--- config.mk ---
export PLATFORM = sky130hd
export DESIGN_NAME = differential_spectrum_decoder_core
export DESIGN_NICKNAME = d
export VERILOG_FILES = /design/src/rtl/dsd_pkg.sv /design/src/rtl/dsd_count_load.sv /design/src/rtl/dsd_decoder.sv /design/src/rtl/differential_spectrum_decoder_core.sv
export SDC_FILE = /design/constraint.sdc
export NUM_CORES = 1
export LEC_CHECK = 0
export ABC_AREA = 0
export ABC_CLOCK_PERIOD_IN_PS = 6000
export BUFFER_PORTS_ARGS = -buffer_cell sky130_fd_sc_hd__buf_2
export CAP_MARGIN = 10
export CORE_MARGIN = 2
export CORE_UTILIZATION = 34
export DETAILED_ROUTE_END_ITERATION = 8
export PLACE_DENSITY = 0.49
export SLEW_MARGIN = 20
export SYNTH_ARGS = -nofsm -noshare
export SYNTH_HDL_FRONTEND = slang
export SYNTH_SLANG_ARGS = --single-unit
--- constraint.sdc ---
create_clock -name i_clk -period 6 [get_ports i_clk]
set_input_delay 0.3 -clock i_clk [delete_from_list [all_inputs] [get_ports i_clk]]
set_output_delay 0.3 -clock i_clk [all_outputs]
set_load 0.01 [all_outputs]
--- src/rtl/dsd_pkg.sv ---
`timescale 1ns / 1ps
// ----------------------------------------------------------------------------
// dsd_pkg
// Shared types and constants of the differential spectrum decoder.
// ----------------------------------------------------------------------------
package dsd_pkg;

    // Escape codes of the byte stream.
    localparam logic [7:0]  CODE_DIFF16 = 8'h7f;
    localparam logic [7:0]  CODE_ABS32  = 8'h80;

    // Register defaults and limits.
    localparam logic [11:0] THRESHOLD_RESET   = 12'd285;
    localparam int          MAX_BLOCK_CH_DEF  = 2048;

    // Configuration register indexes.
    localparam int          CFG_IDX_W         = 1;
    localparam int          CFG_DATA_W        = 12;
    localparam logic [CFG_IDX_W-1:0] REG_THRESHOLD  = 1'b0;
    localparam logic [CFG_IDX_W-1:0] REG_BIG_ENDIAN = 1'b1;

    typedef struct packed {
        logic [7:0]  data_byte;
        logic        block_start;
        logic [11:0] channels_in;
        logic [11:0] max_out;
    } t_in_item;

    typedef struct packed {
        logic signed [31:0] channel_value;
        logic [10:0]        channel_index;
        logic               last_channel;
    } t_out_item;

    typedef struct packed {
        logic [11:0] truncation_threshold;
        logic        payload_big_endian;
    } t_cfg;

endpackage

--- src/rtl/dsd_count_load.sv ---
`timescale 1ns / 1ps
// ----------------------------------------------------------------------------
// dsd_count_load
// Works out the channel count loaded at the start of a block.
// ----------------------------------------------------------------------------
module dsd_count_load #(
    parameter int MAX_BLOCK_CHANNELS = dsd_pkg::MAX_BLOCK_CH_DEF
) (
    input  logic [11:0] i_channels_in,
    input  logic [11:0] i_max_out,
    input  logic [11:0] i_threshold,
    output logic [11:0] o_count
);
    import dsd_pkg::*;

    localparam int LIM_W = $clog2(MAX_BLOCK_CHANNELS + 1);
    localparam int CMP_W = (LIM_W > 12) ? LIM_W : 12;
    localparam logic [CMP_W-1:0] LIMIT = CMP_W'(MAX_BLOCK_CHANNELS);

    logic [11:0] trimmed;
    logic [11:0] fitted;

    always_comb begin
        // A count above the threshold drops its possibly truncated last channel.
        trimmed = (i_channels_in > i_threshold) ? i_channels_in - 12'd1 : i_channels_in;
        fitted  = (trimmed > i_max_out) ? i_max_out : trimmed;
        if (CMP_W'(fitted) > LIMIT) begin
            o_count = LIMIT[11:0];
        end else begin
            o_count = fitted;
        end
    end

endmodule

--- src/rtl/dsd_decoder.sv ---
`timescale 1ns / 1ps
// ----------------------------------------------------------------------------
// dsd_decoder
// Decoder state and the per-byte update; gives the result of one byte.
// ----------------------------------------------------------------------------
module dsd_decoder #(
    parameter int MAX_BLOCK_CHANNELS = dsd_pkg::MAX_BLOCK_CH_DEF
) (
    input  logic               i_clk,
    input  logic               i_rst_n,
    input  logic               i_step,
    input  dsd_pkg::t_in_item  i_item,
    input  dsd_pkg::t_cfg      i_cfg,
    output logic               o_res_valid,
    output dsd_pkg::t_out_item o_res
);
    import dsd_pkg::*;

    logic [31:0] r_value,    n_value;
    logic [2:0]  r_left,     n_left;
    logic        r_abs,      n_abs;
    logic [31:0] r_buf,      n_buf;
    logic [11:0] r_remain,   n_remain;
    logic [10:0] r_pos,      n_pos;

    logic [11:0] load_count;
    logic [1:0]  slot;
    logic        emit;

    dsd_count_load #(
        .MAX_BLOCK_CHANNELS (MAX_BLOCK_CHANNELS)
    ) u_count_load (
        .i_channels_in (i_item.channels_in),
        .i_max_out     (i_item.max_out),
        .i_threshold   (i_cfg.truncation_threshold),
        .o_count       (load_count)
    );

    always_comb begin
        n_value  = r_value;
        n_left   = r_left;
        n_abs    = r_abs;
        n_buf    = r_buf;
        n_remain = r_remain;
        n_pos    = r_pos;
        emit     = 1'b0;
        slot     = 2'd0;

        if (i_item.block_start) begin
            n_value  = 32'd0;
            n_left   = 3'd0;
            n_abs    = 1'b0;
            n_buf    = 32'd0;
            n_pos    = 11'd0;
            n_remain = load_count;
        end

        if (n_remain != 12'd0) begin
            if (n_left != 3'd0) begin
                if (i_cfg.payload_big_endian) begin
                    n_buf = {n_buf[23:0], i_item.data_byte};
                end else begin
                    slot = (n_abs ? 2'd0 : 2'd2) - n_left[1:0];
                    case (slot)
                        2'd0:    n_buf[7:0]   = n_buf[7:0]   | i_item.data_byte;
                        2'd1:    n_buf[15:8]  = n_buf[15:8]  | i_item.data_byte;
                        2'd2:    n_buf[23:16] = n_buf[23:16] | i_item.data_byte;
                        default: n_buf[31:24] = n_buf[31:24] | i_item.data_byte;
                    endcase
                end
                n_left = n_left - 3'd1;
                if (n_left == 3'd0) begin
                    emit = 1'b1;
                    if (n_abs) begin
                        n_value = n_buf;
                    end else begin
                        n_value = n_value + {{16{n_buf[15]}}, n_buf[15:0]};
                    end
                end
            end else if (i_item.data_byte == CODE_DIFF16) begin
                n_left = 3'd2;
                n_abs  = 1'b0;
                n_buf  = 32'd0;
            end else if (i_item.data_byte == CODE_ABS32) begin
                n_left = 3'd4;
                n_abs  = 1'b1;
                n_buf  = 32'd0;
            end else begin
                emit    = 1'b1;
                n_value = n_value + {{24{i_item.data_byte[7]}}, i_item.data_byte};
            end
        end

        o_res_valid         = emit;
        o_res.channel_value = n_value;
        o_res.channel_index = n_pos;
        o_res.last_channel  = (n_remain == 12'd1);
        if (emit) begin
            n_remain = n_remain - 12'd1;
            n_pos    = n_pos + 11'd1;
        end
    end

    always_ff @(posedge i_clk) begin
        if (!i_rst_n) begin
            r_value  <= 32'd0;
            r_left   <= 3'd0;
            r_abs    <= 1'b0;
            r_buf    <= 32'd0;
            r_remain <= 12'd0;
            r_pos    <= 11'd0;
        end else if (i_step) begin
            r_value  <= n_value;
            r_left   <= n_left;
            r_abs    <= n_abs;
            r_buf    <= n_buf;
            r_remain <= n_remain;
            r_pos    <= n_pos;
        end
    end

endmodule

--- src/rtl/differential_spectrum_decoder_core.sv ---
`timescale 1ns / 1ps
// ----------------------------------------------------------------------------
// differential_spectrum_decoder_core
// Decodes a byte stream of differentially coded spectrum channels into one
// absolute channel value per channel.
// ----------------------------------------------------------------------------
//
//   Channel   Direction  Handshake                 Carries
//   input     in         i_in_valid / o_in_ready   t_in_item, one byte a beat
//   output    out        o_out_valid / i_out_ready t_out_item, one channel
//   config    in         i_cfg_we (no wait)        register index and data
//
// One byte is accepted in every cycle while the output side keeps up. A byte
// waits in the input register and its result, if any, is then registered in
// the output register. The rate is set by the single decode step between
// the two registers: one 32-bit add and the payload byte lanes. Synchronous
// active-low reset clears the channel count, so bytes before the first block
// start give no result. A stalled output holds both registers; o_in_ready
// then falls once the input register is also occupied.
// ----------------------------------------------------------------------------
module differential_spectrum_decoder_core #(
    parameter int MAX_BLOCK_CHANNELS = dsd_pkg::MAX_BLOCK_CH_DEF
) (
    input  logic                           i_clk,
    input  logic                           i_rst_n,
    // Input beats.
    input  logic                           i_in_valid,
    output logic                           o_in_ready,
    input  dsd_pkg::t_in_item              i_in_data,
    // Output beats.
    output logic                           o_out_valid,
    input  logic                           i_out_ready,
    output dsd_pkg::t_out_item             o_out_data,
    // Configuration writes.
    input  logic                           i_cfg_we,
    input  logic [dsd_pkg::CFG_IDX_W-1:0]  i_cfg_idx,
    input  logic [dsd_pkg::CFG_DATA_W-1:0] i_cfg_data
);
    import dsd_pkg::*;

    t_cfg       r_cfg;
    t_in_item   r_in;
    logic       r_in_valid;
    t_out_item  r_out;
    logic       r_out_valid;

    logic       advance;
    logic       res_valid;
    t_out_item  res;

    // The input register moves on when the output register is free or is
    // being emptied in this cycle; a new beat can then land behind it.
    assign advance    = r_in_valid && (!r_out_valid || i_out_ready);
    assign o_in_ready = !r_in_valid || advance;

    assign o_out_valid = r_out_valid;
    assign o_out_data  = r_out;

    // Config regs; the user writes only while the block is idle, unchecked.
    always_ff @(posedge i_clk) begin
        if (!i_rst_n) begin
            r_cfg.truncation_threshold <= THRESHOLD_RESET;
            r_cfg.payload_big_endian   <= 1'b0;
        end else if (i_cfg_we) begin
            case (i_cfg_idx)
                REG_THRESHOLD:  r_cfg.truncation_threshold <= i_cfg_data[11:0];
                REG_BIG_ENDIAN: r_cfg.payload_big_endian   <= i_cfg_data[0];
                default:        r_cfg <= r_cfg;
            endcase
        end
    end

    // Input register.
    always_ff @(posedge i_clk) begin
        if (!i_rst_n) begin
            r_in_valid <= 1'b0;
        end else if (o_in_ready) begin
            r_in_valid <= i_in_valid;
        end
    end

    always_ff @(posedge i_clk) begin
        if (o_in_ready && i_in_valid) begin
            r_in <= i_in_data;
        end
    end

    dsd_decoder #(
        .MAX_BLOCK_CHANNELS (MAX_BLOCK_CHANNELS)
    ) u_decoder (
        .i_clk       (i_clk),
        .i_rst_n     (i_rst_n),
        .i_step      (advance),
        .i_item      (r_in),
        .i_cfg       (r_cfg),
        .o_res_valid (res_valid),
        .o_res       (res)
    );

    // Output register. A byte that completes no channel leaves it empty.
    always_ff @(posedge i_clk) begin
        if (!i_rst_n) begin
            r_out_valid <= 1'b0;
        end else if (advance) begin
            r_out_valid <= res_valid;
        end else if (i_out_ready) begin
            r_out_valid <= 1'b0;
        end
    end

    always_ff @(posedge i_clk) begin
        if (advance && res_valid) begin
            r_out <= res;
        end
    end

endmodule

==> impl_metrics.csv <==
group,metric,value,unit
cts,clk_pin_slew,0.08,ns
place,place_ws,0.003300,ns
routing,remaining_drc_errors,0,
die,die_w,203.3,um
synthesis,yosys_warnings,0,
synthesis,synth.avg_cell_area,8.432,sq um
timing,hold_viol_final,0,
critical_path,cp-endpoint,"o_out_data[37]",
routing,vias_per_cell,5.718,
timing,clock_skew,0.01496,ns
timing,worst_pin_slew,1.010,ns
place,gp_congestion,0.8886,
critical_path,cpMostUsedCell,"buf_4",
routing,finalWirelength,48560,um
timing,period_share,0.9635,
synthesis,synth_area,0.01351,sq mm
power,p_leak,0.006481,uW
synthesis,seq_area_frac_synth,0.3283,
die,rows,73,
critical_path,arrival,6.08,ns
global_routing,grt_pass1_wl,73460,um
final_layout,fillers,4047,
power,vdd_drop_max,0.0002380,V
synthesis,synthTopCellsByCount,"183 x nand2_1, 122 x a21oi_1, 106 x dfxtp_1, 94 x o21ai_0, 93 x ha_1",
synthesis,synth_edf_count,77,
cts,root_buffer,"clkbuf_16",
global_routing,grt-ovfl-total,0,
power,p_int,2326,uW
power,power.share.clock,0.324,
timing,slew_viol_final,0,
synthesis,syn_inst,1602,
power,powerDensity,220.8,mW/mm^2
cts,cts_buffers,17,
cts,htree_num_levels,4,
routing,num_vias,13043,
synthesis,async_flop_share,0,
global_routing,first_global_vias,12404,
die,chipHeight,203.3,um
cts,clockBufferDepth,2,
critical_path,cp-end-kind,"flip-flop",
global_routing,antenna_found_initial,0,
timing,max_freq,173.0,MHz
timing,rsz0062_at_grt,"true",
cts,tritoncts,"built",
critical_path,path_buf_inv,4,
timing,setup_violations,0,
status,status,"finished clean",
critical_path,critPathMaxStageDelay,0.50,ns
critical_path,worstSetupPathType,"flip-flop to flip-flop",
die,ios,97,
synthesis,synth_top_cell_area_share,0.1712,
synthesis,yosysMostFrequentCell,"nand2_1",
timing,timing.final.ws_setup,0.2193,ns
critical_path,r2r-start,"r_in[14]",
die,dieArea,0.04134,sq mm
critical_path,reg2reg_to,"o_out_data[37]",
synthesis,synth.distinct_cells,94,
critical_path,crit_start,"r_in[14]",
critical_path,crit_slowest_cell,"edfxtp_1",
worst_hold_path,holdCritPathClass,"input pin to flip-flop",
final_layout,fin_nets,1889,
timing,period_needed,5.781,ns
synthesis,yosys.area.top_type,"edfxtp_1",
final_layout,drive_above_1_share,0.1577,
final_layout,diodes,0,
die,core,0.03946,sq mm
timing,whs,0.01325,ns
critical_path,cp_top_family,"compound AO/OA/AOI/OAI gates",
synthesis,syn-num-nets,1748,
place,dp_hpwl,35720,um
routing,first_pass_iters,6,
critical_path,reg2reg_setup_slack,0.22,ns
power,p_sw_frac,0.3419,
power,p_switching,1208,uW
synthesis,yosys-top-cells-area,"edfxtp_1 17%, dfxtp_1 16%, ha_1 8.6%",
global_routing,grt_use_total,0.2326,
synthesis,ys.flop_type,"dfxtp_1",
routing,ant_nets,0,
timing,max_slew_margin,0.3267,
place,numPortBuffers,96,
power,combPwrFrac,0.267,
cts,cts.sinks,183,
critical_path,crit_path_start_kind,"flip-flop",
critical_path,rr_worst_depth,20,
critical_path,cp.required,6.30,ns
global_routing,grt_max_degree,52,
cts,clock_latency,0.48,ns
flow_run,max_cap_viol_count,0,
critical_path,crit_chain,"ha_1 > o211ai_1 > a211o_1 > buf_4 > a31oi_1 > xor2_1 > ha_1 > a21oi_2 > o21ai_1 > o31ai_4 > buf_4 > and3_1 > nor3_2 > buf_4 > o41ai_4 > and2_1 > nand3_2 > buf_4 > o21ai_0 > a21boi_0",
final_layout,areaGrowthSynthToFinish,18.47,%
critical_path,crit_cells,20,
synthesis,synth_seq_cells,183,
power,pwr-share-seq,0.409,
routing,wl_per_cell,21.29,um
die,start_util,0.3423,
critical_path,critPathMaxFanout,7,
routing,drtIter0Drc,1055,
==> per-stage QoR <==
| step | power (uW) | cells | TNS [ns] | util | instance area [sq um] |
|---|---|---|---|---|---|
| 2_1_floorplan | 2052 | 1602 | 0 | - | 13610 |
| 3_3_place_gp | 2355 | 2212 | 0 | 0.3795 | 14970 |
| 3_5_place_dp | 2359 | 2212 | 0 | 0.3795 | 14970 |
| 4_1_cts | 3516 | 2270 | 0 | 0.4007 | 15810 |
| 5_1_grt | 3689 | 2281 | -0.1430 | 0.4056 | 16000 |
| 6_report | 3534 | 2281 | 0 | 0.4056 | 16000 |
==> worst min path at each step <==
stage,start,endpoint,depth (start not counted)
2_1_floorplan,i_in_data[0],r_in[0],0
3_3_place_gp,u_decoder.r_value[11],u_decoder.r_value[11],2
3_5_place_dp,u_decoder.r_value[27],u_decoder.r_value[27],2
4_1_cts,i_in_data[16],r_in[16],1
5_1_grt,i_in_data[16],r_in[16],1
6_report,i_in_data[16],r_in[16],1
==> metal layers <==
layer  vias to the layer above  wire, um  GRT usage  share of wire
li1                       6300         -          -              -
met1                      6283     22560     0.3171           0.46
met2                       393     21920     0.3709           0.45
met3                        67      2609    0.03468          0.054
met4                         0      1474    0.08942          0.030
met5                         -         0          0              0
==> final cells by class <==
cell class / count / area (sq um) / area share
clock buffer: 18 / 439.2 / 0.02744
clock inverter: 14 / 130.1 / 0.008131
timing repair buffer: 206 / 1425 / 0.08905
multi-input combinational: 1272 / 8681 / 0.5425
tap: 525 / 656.9 / 0.04105
sequential: 183 / 4434 / 0.2771
inverter: 63 / 236.5 / 0.01478
==> cell usage in the layout, fill, tap and decap left out, types with 25 or more instances in the layout <==
master | Yosys | final
buf_4 | 4 | 78
xnor2_1 | 43 | 42
a21o_1 | 31 | 31
a31oi_1 | 28 | 25
o21ai_0 | 94 | 90
a22o_1 | 35 | 35
ha_1 | 93 | 92
nand2_1 | 183 | 183
dlygate4sd3_1 | 0 | 26
buf_2 | 7 | 96
nor2b_1 | 66 | 64
nand3_1 | 58 | 57
inv_1 | 63 | 63
a21oi_1 | 122 | 118
nor2_1 | 91 | 89
edfxtp_1 | 77 | 77
dfxtp_1 | 106 | 106
==> registers in the layout (all words and copies together) (netlist names) <==
register and count:
o_out_data 44, o_out_valid 1, r_cfg 13, r_in 33, r_in_valid 1, u_decoder.r_abs 1
u_decoder.r_buf 32, u_decoder.r_left 3, u_decoder.r_pos 11, u_decoder.r_remain 12, u_decoder.r_value 32
==> power by group through the flow <==
stage               Combinational (uW)  Sequential (uW)  Clock (uW)
floorplan                          584             1470           0
global placement                   882             1470           0
detailed placement                 885             1470           0
CTS                                903             1450        1170
global route                      1020             1450        1210
finish                             944             1450        1140
==> cells by family (layout without fill, tap and decap cells) <==
| kind of cell | after synthesis | in the layout | synth area share |
|---|---|---|---|
| AND/OR/NAND/NOR | 550 | 550 | 0.2061 |
| flip-flops | 183 | 183 | 0.3283 |
| XOR/XNOR | 61 | 61 | 0.03955 |
| buffers and inverters | 147 | 301 | 0.04372 |
| multiplexers | 13 | 13 | 0.009819 |
| adder cells (fa/ha/maj) | 95 | 95 | 0.08911 |
| AO/OA/AOI/OAI | 553 | 553 | 0.2834 |
==> repair_timing <==
item                                    CTS  global route
pin swaps                                 0             7
hold endpoints to repair                 26             0
gates resized for setup                   2            17
gates cloned                              0             1
hold buffers                             26             0
buffers inserted                          0            10
endpoints found under the setup margin    6           160
(Power assumes the default switching activity.)
